**src/sv/lis_pkg.sv**
```systemverilog
// Types and fixed constants for the LIS length tracker.
// No dependencies.
package lis_pkg;

	localparam int unsigned VALUE_W   = 31;
	localparam int unsigned LEN_OUT_W = 11;
	localparam logic [LEN_OUT_W-1:0] LEN_FIELD_MAX = 11'd2047;

	typedef enum logic [1:0] {
		ST_IDLE,
		ST_LAST,
		ST_SEARCH,
		ST_DONE
	} state_t;

	typedef struct packed {
		logic idle;
		logic done;
	} ctrl_stat_t;

endpackage

```
**src/sv/lis_ctrl.sv**
```systemverilog
// Sequencer for the LIS tracker: last-tail check, binary search, tail update.
// Depends on lis_pkg; drives the tails RAM ports.
module lis_ctrl import lis_pkg::*; #(
	parameter int unsigned MAX_LEN = 1024
) (
	input  logic                           clk,
	input  logic                           arst_n,
	input  logic                           in_take,
	input  logic [VALUE_W-1:0]             value,
	input  logic                           start_req,
	input  logic                           out_free,
	input  logic [VALUE_W-1:0]             rd_data,
	output logic                           rd_en,
	output logic [$clog2(MAX_LEN)-1:0]     rd_addr,
	output logic                           wr_en,
	output logic [$clog2(MAX_LEN)-1:0]     wr_addr,
	output logic [VALUE_W-1:0]             wr_data,
	output logic [$clog2(MAX_LEN+1)-1:0]   len,
	output logic                           ovf,
	output ctrl_stat_t                     stat
);

	localparam int unsigned AW = $clog2(MAX_LEN);
	localparam int unsigned LW = $clog2(MAX_LEN + 1);

	state_t          state_q, state_d;
	logic [VALUE_W-1:0] v_q;
	logic [LW-1:0]   len_q, len_d, len_eff;
	logic            ovf_q, ovf_d;
	logic [AW-1:0]   lo_q, hi_q, mid_q;
	logic [AW-1:0]   lo_d, hi_d, mid_d;
	logic [AW-1:0]   hi0, lo_c, hi_c, mid_c;
	logic            is_less;

	// tail below value: step right (or append when it is the last tail)
	assign is_less = rd_data < v_q;
	assign len_eff = start_req ? '0 : len_q;
	assign hi0     = AW'(len_q - LW'(1));
	assign lo_c    = is_less ? AW'(mid_q + AW'(1)) : lo_q;
	assign hi_c    = is_less ? hi_q : mid_q;
	assign mid_c   = AW'(lo_c + ((hi_c - lo_c) >> 1));

	// next state
	always_comb begin
		state_d = state_q;
		case (state_q)
			ST_IDLE: begin
				if (in_take) begin
					state_d = (len_eff == '0) ? ST_DONE : ST_LAST;
				end
			end
			ST_LAST: begin
				state_d = (is_less || hi0 == '0) ? ST_DONE : ST_SEARCH;
			end
			ST_SEARCH: begin
				if (lo_c == hi_c) begin
					state_d = ST_DONE;
				end
			end
			ST_DONE: begin
				if (out_free) begin
					state_d = ST_IDLE;
				end
			end
			default: state_d = ST_IDLE;
		endcase
	end

	// RAM controls and datapath updates
	always_comb begin
		rd_en   = 1'b0;
		rd_addr = '0;
		wr_en   = 1'b0;
		wr_addr = '0;
		wr_data = v_q;
		len_d   = len_q;
		ovf_d   = ovf_q;
		lo_d    = lo_q;
		hi_d    = hi_q;
		mid_d   = mid_q;
		case (state_q)
			ST_IDLE: begin
				if (in_take) begin
					ovf_d = start_req ? 1'b0 : ovf_q;
					if (len_eff == '0) begin
						wr_en   = 1'b1;
						wr_data = value;
						len_d   = LW'(1);
					end else begin
						rd_en   = 1'b1;
						rd_addr = AW'(len_eff - LW'(1));
						len_d   = len_eff;
					end
				end
			end
			ST_LAST: begin
				if (is_less) begin
					if (len_q < LW'(MAX_LEN)) begin
						wr_en   = 1'b1;
						wr_addr = len_q[AW-1:0];
						len_d   = LW'(len_q + LW'(1));
					end else begin
						ovf_d = 1'b1;
					end
				end else if (hi0 == '0) begin
					wr_en = 1'b1;
				end else begin
					rd_en   = 1'b1;
					rd_addr = hi0 >> 1;
					lo_d    = '0;
					hi_d    = hi0;
					mid_d   = hi0 >> 1;
				end
			end
			ST_SEARCH: begin
				lo_d = lo_c;
				hi_d = hi_c;
				if (lo_c == hi_c) begin
					wr_en   = 1'b1;
					wr_addr = lo_c;
				end else begin
					rd_en   = 1'b1;
					rd_addr = mid_c;
					mid_d   = mid_c;
				end
			end
			default: ;
		endcase
	end

	always_ff @(posedge clk or negedge arst_n) begin
		if (!arst_n) begin
			state_q <= ST_IDLE;
			len_q   <= '0;
			ovf_q   <= 1'b0;
		end else begin
			state_q <= state_d;
			len_q   <= len_d;
			ovf_q   <= ovf_d;
		end
	end

	always_ff @(posedge clk) begin
		if (in_take) begin
			v_q <= value;
		end
		lo_q  <= lo_d;
		hi_q  <= hi_d;
		mid_q <= mid_d;
	end

	assign len       = len_q;
	assign ovf       = ovf_q;
	assign stat.idle = state_q == ST_IDLE;
	assign stat.done = state_q == ST_DONE;

endmodule

```
**config.mk**
```make
export PLATFORM = sky130hd
export DESIGN_NAME = lis_ctrl
export DESIGN_NICKNAME = d
export VERILOG_FILES = /design/src/sv/lis_pkg.sv /design/src/sv/lis_ctrl.sv
export SDC_FILE = /design/constraint.sdc
export NUM_CORES = 1
export LEC_CHECK = 0
export BUFFER_PORTS_ARGS = -buffer_cell sky130_fd_sc_hd__buf_2
export CORE_ASPECT_RATIO = 1.1
export CORE_MARGIN = 4
export CORE_UTILIZATION = 36
export DETAILED_ROUTE_END_ITERATION = 7
export GPL_TIMING_DRIVEN = 0
export PLACE_DENSITY = 0.55
export SLEW_MARGIN = 15
export SYNTH_ARGS = -nofsm -noshare
export SYNTH_HDL_FRONTEND = slang
export SYNTH_SLANG_ARGS = --single-unit
```
**constraint.sdc**
```tcl
create_clock -name clk -period 8.9 [get_ports clk]
set_input_delay 1.335 -clock clk [delete_from_list [all_inputs] [get_ports clk]]
set_output_delay 1.335 -clock clk [all_outputs]
set_load 0.02 [all_outputs]
```
# Word-level counts from Yosys, hierarchy flattened
# Index checks and enable logic that the tools add are counted.
dict set report totals {
  regBits 75
  inputBits 67
  out_inout_bits 67
  elab_cells 95
}
dict set report classes {
  n_addsub 6
  magnitude_cmp 2
  n_eq_ne 14
  mux 55
  reduce_logical 11
}
# operator n
set op_table {}
lappend op_table {{$mux 10} 15}
lappend op_table {{$mux 31} 3}
lappend op_table {{$pmux 10 s2} 4}
lappend op_table {{$mux 11} 5}
lappend op_table {{$lt 31x31->1} 1}
lappend op_table {{$pmux 10 s3} 1}
lappend op_table {{$pmux 11 s2} 1}
lappend op_table {{$ne 2x2->1 const B} 10}
lappend op_table {{$sub 10x1->10 const B} 2}
lappend op_table {{$mux 9} 2}
lappend op_table {{$mux 1} 16}
lappend op_table {{$add 11x1->11 const B} 1}
lappend op_table {{$logic_not 11->1} 1}
lappend op_table {{$lt 11x11->1 const B} 1}
lappend op_table {{$add 10x1->10 const B} 1}
lappend op_table {{$add 10x9->10} 1}
lappend op_table {{$eq 10x10->1} 1}
lappend op_table {{$logic_not 10->1} 1}
lappend op_table {{$sub 10x10->10} 1}
lappend op_table {{$mux 2} 4}
lappend op_table {{$pmux 2 s4} 1}
lappend op_table {{$reduce_and 4->1} 2}
lappend op_table {{$pmux 1 s3} 2}
lappend op_table {{$reduce_and 3->1} 2}
lappend op_table {{other kinds (7)} 9}

# Logic depth before layout (Yosys ltp)
# Gate-level depths: netlist (run 1).
dict set report depth {
  word_depth 6
  depth_mapped 27
  depth_no_buf 25
}

# Least setup slack after synthesis (run 1)
# OpenSTA, ideal clock, no wires.
dict set report synth_path {
  path_type {input port to output port}
  start {input port rd_data[18]}
  end {output port rd_addr[9]}
  arrival_ns 6.376
  required_ns 7.565
  slack_ns 1.189
  stages 23
  cell_sequence {ha_1 > a21oi_1 > o21ai_1 > a221o_1 > a2111o_1 > a21oi_4 > clkbuf_1 > mux2i_1 > ha_1 > nor2b_1 > o21ai_0 > a21oi_1 > o21ai_0 > nand2b_1 > a21o_1 > a21oi_1 > xnor2_1 > ha_1 > o41ai_1 > o21ai_0 > xnor2_1 > a21oi_1 > nor2_1}
}
dict set report synth_between {
  elab_chain_cells 6
}
# element line_no
set synth_rtl {}
lappend synth_rtl {{start: declaration} lis_ctrl.sv:12} ;# input logic [VALUE_W-1:0] rd_data,
lappend synth_rtl {{$lt 31x31->1 (*)} lis_ctrl.sv:36} ;# assign is_less = rd_data < v_q;
lappend synth_rtl {{$mux 10, on equally long branches} {lis_ctrl.sv:40, lis_ctrl.sv:39}}
lappend synth_rtl {{$sub 10x10->10} lis_ctrl.sv:41} ;# assign mid_c = AW'(lo_c + ((hi_c - lo_c) >> 1));
lappend synth_rtl {{$add 10x9->10} lis_ctrl.sv:41}
lappend synth_rtl {{$mux 10 (*)} lis_ctrl.sv:118} ;# if (lo_c == hi_c) begin
lappend synth_rtl {{$pmux 10 s3 (*)} lis_ctrl.sv:81} ;# case (state_q)
lappend synth_rtl {{end: declaration} lis_ctrl.sv:14} ;# output logic [$clog2(MAX_LEN)-1:0] rd_addr,
# Every way passes the cells marked *; elsewhere a longest branch is shown, timed or not.

# Final worst setup path (run 1)
dict set report layout_path {
  start {input port rd_data[16]}
  end {output port rd_addr[8]}
}
dict set report layout_between {
  elab_chain_cells 6
}
# element line_no
set layout_rtl {}
lappend layout_rtl {{$lt 31x31->1 (*)} lis_ctrl.sv:36}
lappend layout_rtl {{$mux 10, on equally long branches} {lis_ctrl.sv:40, lis_ctrl.sv:39}}
lappend layout_rtl {{$sub 10x10->10} lis_ctrl.sv:41}
lappend layout_rtl {{$add 10x9->10} lis_ctrl.sv:41}
lappend layout_rtl {{$mux 10} lis_ctrl.sv:118}
lappend layout_rtl {{$pmux 10 s3 (*)} lis_ctrl.sv:81}
# Marks and branches as above.

==> impl_metrics.csv, run 1 <==
group,metric,value,unit
run_status,outcome,"complete, no violations",
final_layout,multiInputGateArea,3415,sq um
placement,place_congestion,0.9623,
synth,synth_compound_area_frac,0.1699,
placement,port_buffers,133,
synth,synth-seq-area-share,0.3681,
critical_path,critPathKind,"primary input to output pin",
synth,synth_fa_ha_area_frac,0.1292,
sta,period_share,0.9513,
route,drtPass1Iterations,5,
placement,post-place-cells,1016,
synth,postSynthCellCount,682,
global_routing,grt_overflow,0,
run,max_cap_viol_count,0,
synth,synthDominantCellAreaShare,0.3090,
critical_path,rr_worst_depth,26,
floorplan,num_rows,48,
clock_tree,cts_buffers,9,
synth,ys_warn_count,0,
critical_path,r2r_end,"mid_q[9]",
placement,place_area,6863,sq um
synth,synth_nets,809,
floorplan,design.die.area,18590,sq um
critical_path,critPathMaxStageDelay,0.45,ns
global_routing,antenna_found_initial,0,
route,vias,5559,
placement,place_ws,-0.1113,ns
synth,synth_edf_count,61,
global_routing,grt_max_degree,37,
final_layout,seq_area,2182,sq um
critical_path,cp_num_cells,27,
synth,synth_area_leaders,"edfxtp_1 31%, ha_1 12%, o21ai_0 6.3%, dfrtp_1 5.9%, nand2_1 5.5%",
critical_path,rrSetupSlack,2.91,ns
critical_path,cp-endpoint,"rd_addr[8]",
synth,syn_avg_cell_area,8.692,sq um
critical_path,crit_family,"compound AO/OA/AOI/OAI gates",
sta,maxSlewHeadroom,0.4761,
floorplan,core,15920,sq um
clock_tree,clockBufferDepth,2,
critical_path,r2r-start,"v_q[16]",
worst_hold_path,hp-class,"register to register",
floorplan,start_util,0.3725,
global_routing,grt_pass1_vias,5497,
critical_path,required,7.57,ns
floorplan,die_h,142.6,um
clock_tree,cts-root-buf,"clkbuf_16",
route,antenna_left,0,
final_layout,stdcell_area,7191,sq um
synth,syn_area,5928,sq um
critical_path,startpoint_type,"primary input",
route,avgRoutedWirePerCell,17.85,um
synth,ys_types,61,
sta,worst_slew_pin_slew,0.7859,ns
critical_path,worstPathMaxFanout,10,
clock_tree,clock_sinks,75,
clock_tree,htreeDepth,3,
global_routing,grt_use_total,0.1973,
sta,final.min_clock_period,8.467,ns
clock_tree,cts_tree,"done",
global_routing,grt_pass1_wl,28680,um
final_layout,finalNonFillerCells,1032,
synth,synth_top_family_by_area,"simple AND/OR/NAND/NOR gates",
sta,finalSetupViolCount,0,
sta,layout_setup_ws,0.4331,ns
critical_path,startpoint,"rd_data[16]",
final_layout,drive_gt1_frac,0.2175,
synth,synth-seq-cells,75,
placement,hpwl,14620,um
final_layout,fill_cells,1592,
route,via_per_inst,5.387,
critical_path,cp_data_arrival_time,7.13,ns
sta,rsz0062_at_grt,"false",
clock_tree,post_cts_buffers,0,
synth,synth-simple-area-share,0.1908,
final_layout,num_antenna_cells,0,
route,drtIter0Drc,366,
critical_path,cp_slowest_cell,"a2111o_1",
clock_tree,ctsHoldBuffers,0,
critical_path,path_buf_inv,5,
floorplan,die_w,130.4,um
synth,synthXorXnorAreaFrac,0.05150,
sta,finalSetupTns,0,ns
clock_tree,cts.clk_slew.worst_paths,0.06,ns
synth,synthArstFlopShare,0.1867,
route,drc,0,
synth,synth_top_area_cell,"edfxtp_1",
critical_path,cp-end-kind,"output pin",
route,wl,18420,um
synth,synth_mux_area_frac,0.03060,
sta,fin_skew,0.01182,ns
sta,max_freq,118.1,MHz
final_layout,syn_to_final_growth,21.30,%
synth,ys.flop_type,"edfxtp_1",
final_layout,fin_nets,954,
floorplan,ios,134,
sta,finalHoldViolCount,0,
sta,slew_viol_final,0,
clock_tree,clock_latency,0.35,ns
==> tightest hold or removal path: stages, from the launching register on <==
cell	delay (ns)
dfrtp_1	0.36
a31oi_1	0.05
nor2_1	0.09
==> through the flow <==
stage	util	hold WS, ns
2_1_floorplan	-	0.5784
3_3_place_gp	0.4300	0.5196
3_5_place_dp	0.4312	0.5254
4_1_cts	0.4504	0.5395
5_1_grt	0.4518	0.5634
6_report	0.4518	0.5373
==> per-layer routing <==
layer / wire length, um / GRT usage / up-vias
met5: 0 / 0 / -
met4: 442 / 0.07580 / 0
met3: 1348 / 0.03003 / 29
met2: 8207 / 0.3193 / 213
met1: 8424 / 0.2656 / 2599
li1: - / - / 2718
==> cells in the final DEF, fill, tap and decap left out, types with 3 or more instances in the layout <==
master,netlist,final
buf_2,7,138
nand2_1,87,87
o21ai_0,75,74
edfxtp_1,61,61
nor2_1,58,58
ha_1,58,58
inv_1,55,55
a21oi_1,47,47
clkbuf_1,23,24
xor2_1,17,17
xnor2_1,16,16
nand3_1,16,16
dfrtp_1,14,14
and3_1,12,12
clkbuf_16,0,11
nor2b_1,9,9
a21o_1,9,9
nand4_1,9,9
mux2_2,9,9
nand2b_1,7,7
a31oi_1,7,7
mux2i_1,8,7
nor3_1,7,7
and2_1,6,6
o22ai_1,6,6
nand3b_1,6,6
o221ai_1,6,6
and4_1,4,4
o22a_1,3,3
==> how the worst min path moves through the flow <==
stage | startpoint | endpoint | cells after the start
CTS | ovf | ovf | 2
finish | ovf | ovf | 2
detailed placement | ovf | ovf | 2
global route | ovf | ovf | 2
global placement | ovf | ovf | 2
floorplan | state_q[1] | state_q[1] | 2
==> Yosys cell counts (all sizes together), types with 10 or more instances <==
cell / n
nand2: 87
o21ai: 76
edfxtp: 61
nor2: 59
ha: 58
inv: 55
a21oi: 49
clkbuf: 24
xor2: 18
nand3: 16
xnor2: 16
dfrtp: 14
and3: 12
buf: 10
==> what timing repair did <==
action / in CTS / in global routing
pin swaps: 0 / 0
setup endpoints to repair: 1 / 3
gates resized for setup: 1 / 6
==> sequential cells by signal, summed over array words and instances, names as in the netlist <==
name	count
v_q	31
len	11
hi_q	10
lo_q	10
mid_q	10
state_q	2
ovf	1
==> logic make-up after synthesis <==
family	count (synthesis)
compound gates	172
buf+inv	90
xor+xnor	34
flops	75
fa+ha+maj	60
simple gates	234
mux	17
==> area by class of cell <==
| type | count | share of cell area |
|---|---|---|
| multi-input cells | 517 | 0.4749 |
| flip-flops and latches | 75 | 0.3035 |
| repair buffers | 134 | 0.09466 |
| clock buffers | 13 | 0.03932 |
| well taps | 200 | 0.03480 |
| inverters | 56 | 0.02923 |
| plain buffers | 34 | 0.02105 |
| clock inverters | 3 | 0.002610 |
Power of run 1 is not shown: default switching activity piles up to over one toggle a cycle in this logic, so the estimate is an artifact.
==> run 2, diff against run 1 <==
--- a/config.mk
+++ b/config.mk
@@ -5,13 +5,13 @@
 export SDC_FILE = /design/constraint.sdc
 export NUM_CORES = 1
 export LEC_CHECK = 0
-export BUFFER_PORTS_ARGS = -buffer_cell sky130_fd_sc_hd__buf_2
 export CORE_ASPECT_RATIO = 1.1
 export CORE_MARGIN = 4
 export CORE_UTILIZATION = 36
 export DETAILED_ROUTE_END_ITERATION = 7
+export DONT_BUFFER_PORTS = 1
 export GPL_TIMING_DRIVEN = 0
-export PLACE_DENSITY = 0.55
+export PLACE_DENSITY = 0.48
 export SLEW_MARGIN = 15
 export SYNTH_ARGS = -nofsm -noshare
 export SYNTH_HDL_FRONTEND = slang
==> impl_metrics.csv, run 2 (synthesized netlist as in run 1, its figures left out) <==
group,metric,value,unit
global_routing,grt_pass1_wl,27230,um
critical_path,rr_worst_depth,24,
sta,rsz0062_at_grt,"false",
final_layout,top_register,"v_q",
clock_tree,cts_buffers,9,
global_routing,grt_overflow,0,
critical_path,worstPathMaxFanout,10,
final_layout,layout_common_cells,"87 x nand2_1, 74 x o21ai_0, 61 x edfxtp_1, 58 x ha_1, 57 x nor2_1",
final_layout,syn_to_final_growth,9.033,%
floorplan,die_w,130.4,um
clock_tree,clock_sinks,75,
route,drtIter0Drc,233,
placement,place_area,6190,sq um
global_routing,antenna_found_initial,0,
critical_path,critPathMaxStageDelay,0.46,ns
worst_hold_path,hp-class,"register to register",
route,vias,5004,
final_layout,fin_nets,820,
sta,final.min_clock_period,8.525,ns
sta,period_share,0.9578,
sta,slew_viol_final,0,
final_layout,num_antenna_cells,0,
run,max_cap_viol_count,0,
critical_path,critPathKind,"primary input to output pin",
clock_tree,clockBufferDepth,2,
worst_hold_path,hold_path_depth,2,
run_status,outcome,"complete, no violations",
route,via_per_inst,5.572,
route,avgRoutedWirePerCell,19.96,um
clock_tree,cts_tree,"done",
sta,max_freq,117.3,MHz
critical_path,cp_data_arrival_time,7.19,ns
global_routing,grt_use_total,0.1903,
clock_tree,clock_latency,0.35,ns
global_routing,grt_max_degree,37,
floorplan,start_util,0.3725,
final_layout,largest_reg_flops,31,
placement,place_congestion,0.8634,
sta,finalSetupViolCount,0,
placement,hpwl,13890,um
sta,maxSlewHeadroom,0.3580,
clock_tree,post_cts_buffers,0,
clock_tree,ctsHoldBuffers,0,
global_routing,grt_pass1_vias,5012,
critical_path,startpoint_type,"primary input",
sta,fin_skew,0.005869,ns
critical_path,cp_slowest_cell,"o41ai_1",
final_layout,drive_gt1_frac,0.06447,
floorplan,num_rows,48,
route,drtPass1Iterations,6,
floorplan,die_h,142.6,um
critical_path,cp-end-kind,"output pin",
route,wl,17930,um
sta,worst_slew_pin_slew,0.9530,ns
route,drc,0,
floorplan,ios,134,
clock_tree,htreeDepth,3,
route,antenna_left,0,
placement,port_buffers,0,
floorplan,core,15920,sq um
floorplan,design.die.area,18590,sq um
clock_tree,cts-root-buf,"clkbuf_16",
critical_path,required,7.57,ns
final_layout,stdcell_area,6464,sq um
clock_tree,cts.clk_slew.worst_paths,0.06,ns
final_layout,layout_commonest_cell,"nand2_1",
critical_path,path_cells,"ha_1 > a21oi_1 > o21ai_1 > a221o_1 > a2111o_1 > a21oi_4 > buf_2 > clkbuf_4 > mux2i_1 > ha_1 > inv_1 > fa_1 > a21oi_1 > nor2_1 > nor2_1 > xnor2_1 > ha_1 > nor2b_1 > o21a_1 > o41ai_1 > o21ai_0 > xnor2_1 > a21oi_1 > nor2_2",
sta,finalHoldViolCount,0,
==> run 2: critical path, delay by kind of cell <==
family / cells / cell delay [ns]
AO/OA/AOI/OAI: 10 / 2.52
XOR/XNOR: 2 / 0.37
adder cells (fa/ha/maj): 4 / 1.17
buffers and inverters: 3 / 0.75
multiplexers: 1 / 0.30
AND/OR/NAND/NOR: 4 / 0.71
==> run 2: what timing repair did <==
item / in CTS / in global routing
hold endpoints to repair: 0 / 0
gates cloned: 0 / 0
pin swaps: 0 / 0
endpoints found under the setup margin: 1 / 3
gates resized for setup: 1 / 5
==> run 2: cell type report <==
type                            count  area [sq um]
Fill cell                        1621          9452
Multi-Input combinational cell    517          3412
Sequential cell                    75          2182
Tap cell                          200         250.2
Clock buffer                       10         229.0
Inverter                           56         210.2
Buffer                             34         148.9
Clock inverter                      6         31.28
==> run 2: final timing paths <==
path | start | end | slack [ns]
max | rd_data[18] | rd_addr[9] | 0.38
min | state_q[0] | state_q[0] | 0.65
max reg2reg | v_q[18] | mid_q[9] | 2.67
min reg2reg | state_q[0] | state_q[0] | 0.65
max in group asynchronous | arst_n | ovf | 8.15
min in group asynchronous | arst_n | state_q[1] | 0.68
==> run 2: per-stage QoR <==
step / hold slack, ns / setup slack (ns) / setup TNS (ns) / std cells / util
floorplan: 0.5784 / 1.189 / 0 / 682 / -
global placement: 0.6293 / -0.04506 / -0.04506 / 882 / 0.3882
detailed placement: 0.6278 / -0.04430 / -0.04430 / 882 / 0.3889
CTS: 0.6471 / 0.07908 / 0 / 898 / 0.4055
global route: 0.6650 / 0.002986 / 0 / 898 / 0.4061
finish: 0.6502 / 0.3752 / 0 / 898 / 0.4061
==> run 2: layer usage <==
metal	GRT usage	wire length, um
met5	0.01872	46
met4	0.07526	423
met3	0.04317	1366
met2	0.3128	8176
met1	0.2405	7914
Power of run 2 is left out for the same reason.
